[src/pss_pkg.sv]
package pss_pkg;

  // slot index carried on the chain, wide enough for the largest table
  localparam int IDX_MAX_W = 8;

  // best candidate seen so far, handed from cell to cell
  typedef struct packed {
    logic                 found;
    logic [7:0]           prio;
    logic [IDX_MAX_W-1:0] idx;
    logic [15:0]          arrival;
    logic [15:0]          burst;
    logic [15:0]          remaining;
  } pss_cand_t;

  // command broadcast to every cell
  typedef struct packed {
    logic                 load;
    logic                 dec;
    logic [IDX_MAX_W-1:0] idx;
    logic [15:0]          arrival;
    logic [15:0]          burst;
    logic [7:0]           prio;
  } pss_cmd_t;

  // per-cell status seen by the controller
  typedef struct packed {
    logic valid;
    logic done;
  } pss_stat_t;

endpackage

[src/pss_cell.sv]
module pss_cell
  import pss_pkg::*;
#(
  parameter int IDX = 0
) (
  input  logic      clk,
  input  logic      rst_n,
  input  pss_cmd_t  cmd,
  input  logic [31:0] now,
  input  pss_cand_t cand_in,
  output pss_cand_t cand_out,
  output pss_stat_t stat
);

  localparam logic [IDX_MAX_W-1:0] MY_IDX = IDX_MAX_W'(IDX);

  logic        valid_r;
  logic [15:0] arrival_r;
  logic [15:0] burst_r;
  logic [15:0] remaining_r;
  logic [7:0]  prio_r;
  pss_cand_t   cand_r;
  pss_cand_t   cand_nxt;
  logic        hit;
  logic        eligible;

  assign hit = (cmd.idx == MY_IDX);

  always_ff @(posedge clk) begin
    if (!rst_n) begin
      valid_r <= 1'b0;
    end else if (cmd.load && hit) begin
      valid_r <= 1'b1;
    end
  end

  always_ff @(posedge clk) begin
    if (cmd.load && hit) begin
      arrival_r   <= cmd.arrival;
      burst_r     <= cmd.burst;
      prio_r      <= cmd.prio;
      remaining_r <= cmd.burst;
    end else if (cmd.dec && hit) begin
      remaining_r <= remaining_r - 16'd1;
    end
  end

  assign eligible = valid_r && (remaining_r != 16'd0) && ({16'd0, arrival_r} <= now);

  // strict compare keeps the earlier slot on a tie
  always_comb begin
    cand_nxt = cand_in;
    if (eligible && (!cand_in.found || (prio_r < cand_in.prio))) begin
      cand_nxt.found     = 1'b1;
      cand_nxt.prio      = prio_r;
      cand_nxt.idx       = MY_IDX;
      cand_nxt.arrival   = arrival_r;
      cand_nxt.burst     = burst_r;
      cand_nxt.remaining = remaining_r;
    end
  end

  always_ff @(posedge clk) begin
    cand_r <= cand_nxt;
  end

  assign cand_out = cand_r;
  assign stat     = '{valid: valid_r, done: (remaining_r == 16'd0)};

endmodule

[src/preemptive_priority_scheduler_top.sv]
// Preemptive priority scheduler over a row of task slot cells.
// Input: raise start with the in_ fields; the item is taken at a rising edge
// with start high and busy low. A load (in_req_type 0) writes one slot in
// that cycle and gives no result; busy stays low, so loads can follow
// back to back. A load to a slot beyond the table is dropped.
// A tick (in_req_type 1) raises busy while the best candidate ripples
// through the cell chain one slot per cycle; then the serve state serves
// the winner and registers its times, and the out state forms the report.
// The result shows on the out_ ports for one cycle with out_valid high,
// in the first cycle with busy low again, so the next item can be taken
// in that cycle. The chain length sets how long busy stays high.
// The receiver cannot stall: every result is taken in its strobe cycle.
// Reset (rst_n low, synchronous) clears all slot valid bits, time and the
// slot counters; slot contents are only read after a load writes them.
module preemptive_priority_scheduler_top
  import pss_pkg::*;
#(
  parameter int NUM_SLOTS = 16
) (
  input  logic        clk,
  input  logic        rst_n,
  input  logic        start,
  output logic        busy,
  input  logic        in_req_type,
  input  logic [3:0]  in_slot,
  input  logic [15:0] in_arrival,
  input  logic [15:0] in_burst,
  input  logic [7:0]  in_prio,
  output logic        out_valid,
  output logic [31:0] out_tick_time,
  output logic        out_idle,
  output logic [3:0]  out_run_slot,
  output logic        out_finished,
  output logic [31:0] out_completion,
  output logic [31:0] out_turnaround,
  output logic [31:0] out_waiting,
  output logic        out_all_done
);

  localparam int IDX_W = $clog2(NUM_SLOTS);
  localparam int CNT_W = $clog2(NUM_SLOTS + 1);

  typedef enum logic [3:0] {
    ST_IDLE  = 4'b0001,
    ST_SCAN  = 4'b0010,
    ST_SERVE = 4'b0100,
    ST_OUT   = 4'b1000
  } state_t;

  state_t state_r, state_nxt;
  logic [IDX_W-1:0] cnt_r, cnt_nxt;
  logic [31:0]      now_r;
  logic [CNT_W-1:0] valid_cnt_r, done_cnt_r;

  pss_cand_t link [NUM_SLOTS+1];
  pss_stat_t stat [NUM_SLOTS];
  pss_cmd_t  cmd;
  pss_cand_t win;

  logic             accept;
  logic             ld_go;
  logic             tick_go;
  logic [IDX_W-1:0] ld_idx;
  logic             ld_was_valid;
  logic             ld_was_done;
  logic             win_fin;
  logic [31:0]      compl;

  // serve stage
  logic        s_found_r, s_fin_r;
  logic [3:0]  s_slot_r;
  logic [31:0] s_tick_r, s_compl_r, s_tat_r;
  logic [15:0] s_burst_r;

  logic        out_valid_r;
  logic [31:0] out_tick_time_r, out_completion_r, out_turnaround_r, out_waiting_r;
  logic        out_idle_r, out_finished_r, out_all_done_r;
  logic [3:0]  out_run_slot_r;

  assign busy    = (state_r != ST_IDLE);
  assign accept  = start && !busy;
  assign tick_go = accept && in_req_type;
  assign ld_go   = accept && !in_req_type && (32'(in_slot) < NUM_SLOTS);
  assign ld_idx  = IDX_W'(in_slot);
  assign win     = link[NUM_SLOTS];
  assign win_fin = win.found && (win.remaining == 16'd1);
  assign compl   = (now_r == 32'hFFFF_FFFF) ? now_r : now_r + 32'd1;

  assign ld_was_valid = stat[ld_idx].valid;
  assign ld_was_done  = stat[ld_idx].done;

  always_comb begin
    cmd.load    = ld_go;
    cmd.dec     = (state_r == ST_SERVE) && win.found;
    cmd.idx     = ld_go ? IDX_MAX_W'(in_slot) : win.idx;
    cmd.arrival = in_arrival;
    cmd.burst   = in_burst;
    cmd.prio    = in_prio;
  end

  assign link[0] = '0;

  for (genvar g = 0; g < NUM_SLOTS; g++) begin : g_cell
    pss_cell #(
      .IDX(g)
    ) u_cell (
      .clk      (clk),
      .rst_n    (rst_n),
      .cmd      (cmd),
      .now      (now_r),
      .cand_in  (link[g]),
      .cand_out (link[g+1]),
      .stat     (stat[g])
    );
  end

  always_comb begin
    state_nxt = state_r;
    cnt_nxt   = cnt_r;
    unique case (state_r)
      ST_IDLE: begin
        cnt_nxt = '0;
        if (tick_go) state_nxt = ST_SCAN;
      end
      ST_SCAN: begin
        cnt_nxt = cnt_r + IDX_W'(1);
        if (cnt_r == IDX_W'(NUM_SLOTS - 1)) state_nxt = ST_SERVE;
      end
      ST_SERVE: state_nxt = ST_OUT;
      ST_OUT:   state_nxt = ST_IDLE;
      default:  state_nxt = ST_IDLE;
    endcase
  end

  always_ff @(posedge clk) begin
    if (!rst_n) begin
      state_r     <= ST_IDLE;
      cnt_r       <= '0;
      now_r       <= '0;
      valid_cnt_r <= '0;
      done_cnt_r  <= '0;
      out_valid_r <= 1'b0;
    end else begin
      state_r     <= state_nxt;
      cnt_r       <= cnt_nxt;
      out_valid_r <= (state_r == ST_OUT);
      if (ld_go) begin
        if (!ld_was_valid) valid_cnt_r <= valid_cnt_r + CNT_W'(1);
        // reload of a finished slot takes it out of the done count
        done_cnt_r <= done_cnt_r
                      - CNT_W'(ld_was_valid && ld_was_done)
                      + CNT_W'(in_burst == 16'd0);
      end else if (state_r == ST_SERVE) begin
        if (win_fin) done_cnt_r <= done_cnt_r + CNT_W'(1);
        if (now_r != 32'hFFFF_FFFF) now_r <= now_r + 32'd1;
      end
    end
  end

  always_ff @(posedge clk) begin
    if (state_r == ST_SERVE) begin
      s_found_r <= win.found;
      s_fin_r   <= win_fin;
      s_slot_r  <= win.found ? win.idx[3:0] : 4'd0;
      s_tick_r  <= now_r;
      s_compl_r <= win_fin ? compl : 32'd0;
      s_tat_r   <= win_fin ? compl - {16'd0, win.arrival} : 32'd0;
      s_burst_r <= win_fin ? win.burst : 16'd0;
    end
  end

  always_ff @(posedge clk) begin
    if (state_r == ST_OUT) begin
      out_tick_time_r  <= s_tick_r;
      out_idle_r       <= !s_found_r;
      out_run_slot_r   <= s_slot_r;
      out_finished_r   <= s_fin_r;
      out_completion_r <= s_compl_r;
      out_turnaround_r <= s_tat_r;
      // clamp, only reachable once time has saturated
      out_waiting_r    <= (s_tat_r >= {16'd0, s_burst_r}) ?
                          s_tat_r - {16'd0, s_burst_r} : 32'd0;
      out_all_done_r   <= (done_cnt_r == valid_cnt_r);
    end
  end

  assign out_valid      = out_valid_r;
  assign out_tick_time  = out_tick_time_r;
  assign out_idle       = out_idle_r;
  assign out_run_slot   = out_run_slot_r;
  assign out_finished   = out_finished_r;
  assign out_completion = out_completion_r;
  assign out_turnaround = out_turnaround_r;
  assign out_waiting    = out_waiting_r;
  assign out_all_done   = out_all_done_r;

endmodule

[config.mk]
export PLATFORM = sky130hd
export DESIGN_NAME = preemptive_priority_scheduler_top
export DESIGN_NICKNAME = d
export VERILOG_FILES = /design/src/pss_pkg.sv /design/src/pss_cell.sv /design/src/preemptive_priority_scheduler_top.sv
export SDC_FILE = /design/constraint.sdc
export NUM_CORES = 2
export LEC_CHECK = 0
export ABC_AREA = 1
export BUFFER_PORTS_ARGS = -buffer_cell sky130_fd_sc_hd__buf_2
export CAP_MARGIN = 20
export CORE_MARGIN = 2
export CORE_UTILIZATION = 40
export CTS_CLUSTER_DIAMETER = 40
export CTS_CLUSTER_SIZE = 16
export DETAILED_ROUTE_END_ITERATION = 6
export PLACE_DENSITY = 0.63
export SYNTH_ARGS = -nofsm -noshare
export SYNTH_HDL_FRONTEND = slang
export SYNTH_SLANG_ARGS = --single-unit
export TNS_END_PERCENT = 20
[constraint.sdc]
create_clock -name clk -period 17.1 [get_ports clk]
set_clock_uncertainty 0.05 [all_clocks]
set_input_delay 2.565 -clock clk [delete_from_list [all_inputs] [get_ports clk]]
set_output_delay 2.565 -clock clk [all_outputs]
set_load 0.01 [all_outputs]
== After elaboration in Yosys (flattened, before gate mapping) ==
Cells that the tools add are included.
Word-level totals
  register bits after elaboration: 2248
  input bits: 48
Operators by class
  add/sub/neg operators: 24
  order comparisons: 33
  equality and inequality tests: 27
  mux-type cells: 60
  bitwise logic cells: 3
  reduce and logical (&&, ||, !) cells: 175
Operators by type and width (count)
  $mux W64: 14
  $le A16 B32 Y1: 16
  $mux W16: 32
  $logic_not A16 Y1: 17
  $reduce_bool A16 Y1: 16
  $sub A16 B1 Y16 const B: 16
  $lt A8 B8 Y1: 15
  $logic_and A1 B1 Y1: 85
  $mux W65: 1
  $eq A8 B4 Y1 const B: 8
  $sub A32 B16 Y32: 2
  $mux W48: 1
  $reduce_bool A2 Y1: 19
  $add A32 B1 Y32 const B: 1
  $eq A32 B32 Y1 const B: 1
  $eq A8 B3 Y1 const B: 4
  $ge A32 B16 Y1: 1
  $mux W32: 1
  $ne A32 B32 Y1 const B: 1
  $logic_not A1 Y1: 18
  $eq A16 B1 Y1 const B: 1
  $eq A8 B2 Y1 const B: 2
  $logic_or A1 B1 Y1: 15
  $mux W5: 3
  24 further kinds: 32

== Longest topological paths before layout ==
  depth in word-level cells: 9
  depth in mapped cells: 24
  gate-level depth less buffers: 24

== Modules after synthesis ==
From an unflattened synthesis, not the netlist that was laid out.
Second synthesis, totals
  cells, all modules: 10430
  area total of the unflattened synthesis: 99321.5 sq um
By module, submodules not included
  pss_cell at g_cell[10].u_cell ...: times used 3, cells each 560, area an instance 5275.1 sq um
  preemptive_priority_scheduler_top: times used 1, cells each 1534, area an instance 14826.7 sq um
  pss_cell at g_cell[4].u_cell ...: times used 2, cells each 562, area an instance 5449.0 sq um
  pss_cell at g_cell[13].u_cell ...: times used 2, cells each 557, area an instance 5287.6 sq um
  pss_cell at g_cell[1].u_cell ...: times used 2, cells each 553, area an instance 5233.8 sq um
  pss_cell at g_cell[11].u_cell ...: times used 2, cells each 550, area an instance 5226.3 sq um
  pss_cell at g_cell[9].u_cell: times used 1, cells each 560, area an instance 5307.6 sq um
  pss_cell at g_cell[12].u_cell: times used 1, cells each 559, area an instance 5271.3 sq um
  pss_cell at g_cell[15].u_cell: times used 1, cells each 551, area an instance 5262.5 sq um
  pss_cell at g_cell[3].u_cell: times used 1, cells each 551, area an instance 5232.5 sq um
  pss_cell at g_cell[0].u_cell: times used 1, cells each 551, area an instance 5202.5 sq um

== Least setup slack after synthesis ==
OpenSTA, ideal clock, no wires.
  path type: register -> register
  from: register state_r[0]
  to: register out_all_done_r (netlist: out_all_done) (enable)
  setup time: 0.795 ns
  arrival time: 9.597 ns
  required time: 16.255 ns
  slack: 6.657 ns
  stages on the path, launching flop included: 4
  path buffers: 0
  path through: dfxtp_1 -> nor2_1 -> inv_1 -> nor3_1
Between the ends
  longest elaborated chain between the ends: 1
RTL lines
  from (decl): line preemptive_priority_scheduler_top.sv:50  | state_t state_r, state_nxt;
  from (signal assigned): line preemptive_priority_scheduler_top.sv:144  | state_r <= state_nxt;
  $eq A4 B4 Y1: line preemptive_priority_scheduler_top.sv:173  | if (state_r == ST_OUT) begin
  to (signal assigned): line preemptive_priority_scheduler_top.sv:183  | out_all_done_r <= (done_cnt_r == valid_cnt_r);
  to (decl): line preemptive_priority_scheduler_top.sv:77  | logic out_idle_r, out_finished_r, out_all_done_r;
Every way passes these cells.
A chain may end at the register's enable or synchronous reset.

== Final worst setup path ==
  from: input port in_req_type
  to: register g_cell[12].u_cell.remaining_r[1], data pin
Between the ends
  longest elaborated chain between the ends: 6
RTL lines
  from (decl): line preemptive_priority_scheduler_top.sv:24  | input logic in_req_type,
  $logic_not A1 Y1 (*): line preemptive_priority_scheduler_top.sv:83  | assign ld_go = accept && !in_req_type && (32'(in_slot) < NUM_SLOTS);
  $logic_and A1 B1 Y1 (*): line preemptive_priority_scheduler_top.sv:83
  $mux W8: line preemptive_priority_scheduler_top.sv:95  | cmd.idx = ld_go ? IDX_MAX_W'(in_slot) : win.idx;
  $eq A8 B4 Y1: line pss_cell.sv:27  | assign hit = (cmd.idx == MY_IDX);
  $logic_and A1 B1 Y1 (*): line pss_cell.sv:38  | if (cmd.load && hit) begin
  $mux W16 (*): line pss_cell.sv:38
  to (signal assigned): line pss_cell.sv:42  | remaining_r <= cmd.burst;
  to (signal assigned): line pss_cell.sv:44  | remaining_r <= remaining_r - 16'd1;
  to (decl): line pss_cell.sv:20  | logic [15:0] remaining_r;
Mark *: on every way between the ends. The rest lies on a longest branch, timed or not.

==> qor.yml <==
outcome:
  status: "finished with violations"
  violations: "DRC"
drt:
  dr.pass1.iters: 7
  totalWireLength_microns: 217000
  antenna_left: 0
  route.detailed.drc: 4
  vias: 61600
  drt_iter0_markers: 5022
  routedWlPerCell_microns: 17.4
  vias_per_cell: 4.93
layout:
  layout.nets: 9772
  synthToLayoutAreaGrowth_pct: 15.5
  final_cell_count_no_fill: 12500
  design_area_sq_um: 104000
  drive_gt1_share_pct: 10.2
  final_util_pct: 46.6
sta:
  finalWorstSetupSlack_ps: 11890
  slew_headroom_pct: 23.5
  clock.fmax_mhz: 192
  rsz0062_at_grt: "no"
  final_max_slew_viol_count: 0
  worstMarginPinSlew_ps: 1140
  hold_viol: 0
  finalCriticalPeriod_ps: 5210
  period_share_pct: 30.4
  whs_ps: 344
  setup_viol: 0
  fin_setup_tns_ps: 0
yosys:
  synthArstFlopShare_pct: 0
  avgSynthCellArea_sq_um: 9.94
  syn-instance-count: 9034
  synth_top_area_share_pct: 38.4
  yosysTopAreaCell: "edfxtp_1"
  synth_cell_type_count: 60
  syn_area_sq_um: 89800
  synth_edf_count: 1149
  ys_seq_elements: 2169
  synth_nets: 9522
  ys_seq_area_share_pct: 61.2
  netlist_top_cells_area: "edfxtp_1 38%, dfxtp_1 23%, nand2_1 9.0%"
  ys_warn_count: 0
  synthFlopType: "edfxtp_1"
clocking:
  clock_latency_ps: 910
  cts_buffers: 289
  clkSinkCount: 2169
  cts_setup_buffers: 0
  ctsHoldBuffers: 0
  h-tree-depth: 5
  path_clk_slew_ps: 50
  cts_tree: "done"
  cts_resized: 0
  cts_root_buffer: "clkbuf_16"
  cts.path.max_buffers: 4
global_route:
  track_usage_pct: 18.6
  met3_usage_pct: 3.10
  grt_pass1_wl_microns: 338000
  gr-usage-met1_pct: 26.2
  grt_max_degree: 118
  grt_use_met2_pct: 29.0
  top_usage_layer: "met2"
  antenna_found_initial: 8
  grt_pass1_vias: 60500
  grt_remaining_overflow: 0
worst_setup_path:
  rrSetupSlack_ps: 12570
  arrival_ps: 5740
  worstSetupPathType: "primary input to flip-flop"
  critical_path_required_ps: 17630
  crit_fanout: 42
  start_kind: "primary input"
  cp-end-kind: "flip-flop"
floorplanning:
  dieArea_sq_um: 228000
  ios: 185
  core_sq_um: 223000
  die_w_microns: 478
  initial_core_util_pct: 40.3
  die_h_microns: 478
  fp-row-count: 173
pwr:
  p_leak_nw: 42.8
  power_mw: 11.8
  power.density_nw_per_um2: 114
  ir_drop_uv: 150
placement:
  pre_cts_ws_ps: 11050
  gp_congestion: 0.915
  place_area_sq_um: 94100
  placed_cells: 12000
  dp_hpwl_microns: 153000
  portBuffers: 184
job:
  cap_violations: 0
worst_hold_path:
  hp-class: "flip-flop to flip-flop"
==> where the power goes <==
part | leakage, nW | switching (mW) | total (mW) | internal [mW]
clock network | 4.64 | 2.34 | 5.86 | 3.52
logic | 19.4 | 0.260 | 0.360 | 0.0996
registers | 18.7 | 0.0394 | 5.61 | 5.57
==> routing by layer <==
metal | part of all wire (%) | up-vias
met5 | 0.0060 | -
met4 | 2.9 | 2
li1 | - | 30600
met2 | 44 | 1882
met1 | 47 | 28600
met3 | 6.2 | 427
==> registers in the layout, summed over array words and instances, names as in the netlist, 5 cells and up <==
signal,flops
g_cell.u_cell.cand_out,953
g_cell.u_cell.arrival_r,256
g_cell.u_cell.burst_r,256
g_cell.u_cell.remaining_r,256
g_cell.u_cell.prio_r,128
now_r,32
out_completion,32
out_tick_time,32
out_turnaround,32
out_waiting,32
s_compl_r,32
s_tat_r,32
s_tick_r,32
g_cell.u_cell.valid_r,16
s_burst_r,16
done_cnt_r,5
valid_cnt_r,5
==> cell usage after synthesis (35+ instances only) <==
cell      count
o21ai_0     862
o21ai_2      64
dfxtp_1    1020
xor2_1      205
buf_1        35
nand3_1     201
nand2_1    2155
nand4_1     286
clkbuf_1    183
buf_2        85
inv_1      1123
o21ai_1      43
nor3_1      106
a21oi_1     312
edfxtp_1   1149
ha_1        437
nor2_1      462
==> cell type report <==
class | instances | area, sq um
timing repair buffer | 288 | 1810
tap | 2975 | 3720
sequential | 2169 | 54900
clock inverter | 164 | 1700
fill | 20500 | 119000
antenna | 3 | 7.51
inverter | 1137 | 4300
clock buffer | 341 | 7800
multi-input combinational | 5399 | 29400
==> critical path, cell delays in order <==
cell	delay (ps)
buf_2	90
inv_1	60
nand3_4	240
clkinv_8	220
nand2_2	120
o21ai_2	80
nor2_1	240
inv_1	200
nor2_1	150
nand2_1	580
inv_2	920
o21ai_0	200
==> placed cells by master (no fill, tap or decap), drive strengths merged, types with 26 or more instances in the layout <==
cell | Yosys | routed
nor4 | 27 | 27
xor2 | 205 | 205
clkinv | 3 | 77
nor3 | 106 | 106
nand3 | 209 | 209
o21ai | 969 | 969
buf | 140 | 288
nand2 | 2176 | 2176
clkbuf | 189 | 341
dfxtp | 1020 | 1020
xnor2 | 28 | 28
ha | 437 | 437
inv | 1134 | 1195
edfxtp | 1149 | 1149
a21oi | 316 | 316
nand4 | 286 | 286
nor2 | 486 | 486
a31oi | 26 | 26
==> path summary, 6_finish.rpt <==
check / start / end / depth (start not counted)
worst max-delay path: in_req_type / g_cell[12].u_cell.remaining_r[1]$_DFFE_PP_ / 12
worst min-delay path: s_slot_r[2]$_SDFFCE_PN0N_ / out_run_slot[2]$_DFFE_PP_ / 0
worst max register to register: g_cell[3].u_cell.remaining_r[4]$_DFFE_PP_ / done_cnt_r[4]$_SDFFE_PN0P_ / 21
worst min register to register: s_slot_r[2]$_SDFFCE_PN0N_ / out_run_slot[2]$_DFFE_PP_ / 0
==> logic make-up after synthesis <==
group | share of synthesized area [%]
buffers and inverters | 6.44
AND/OR/NAND/NOR | 15.7
adder cells (fa/ha/maj) | 6.16
flip-flops | 61.2
AO/OA/AOI/OAI | 8.27
XOR/XNOR | 2.27
Power figures use the tool's default switching activity.
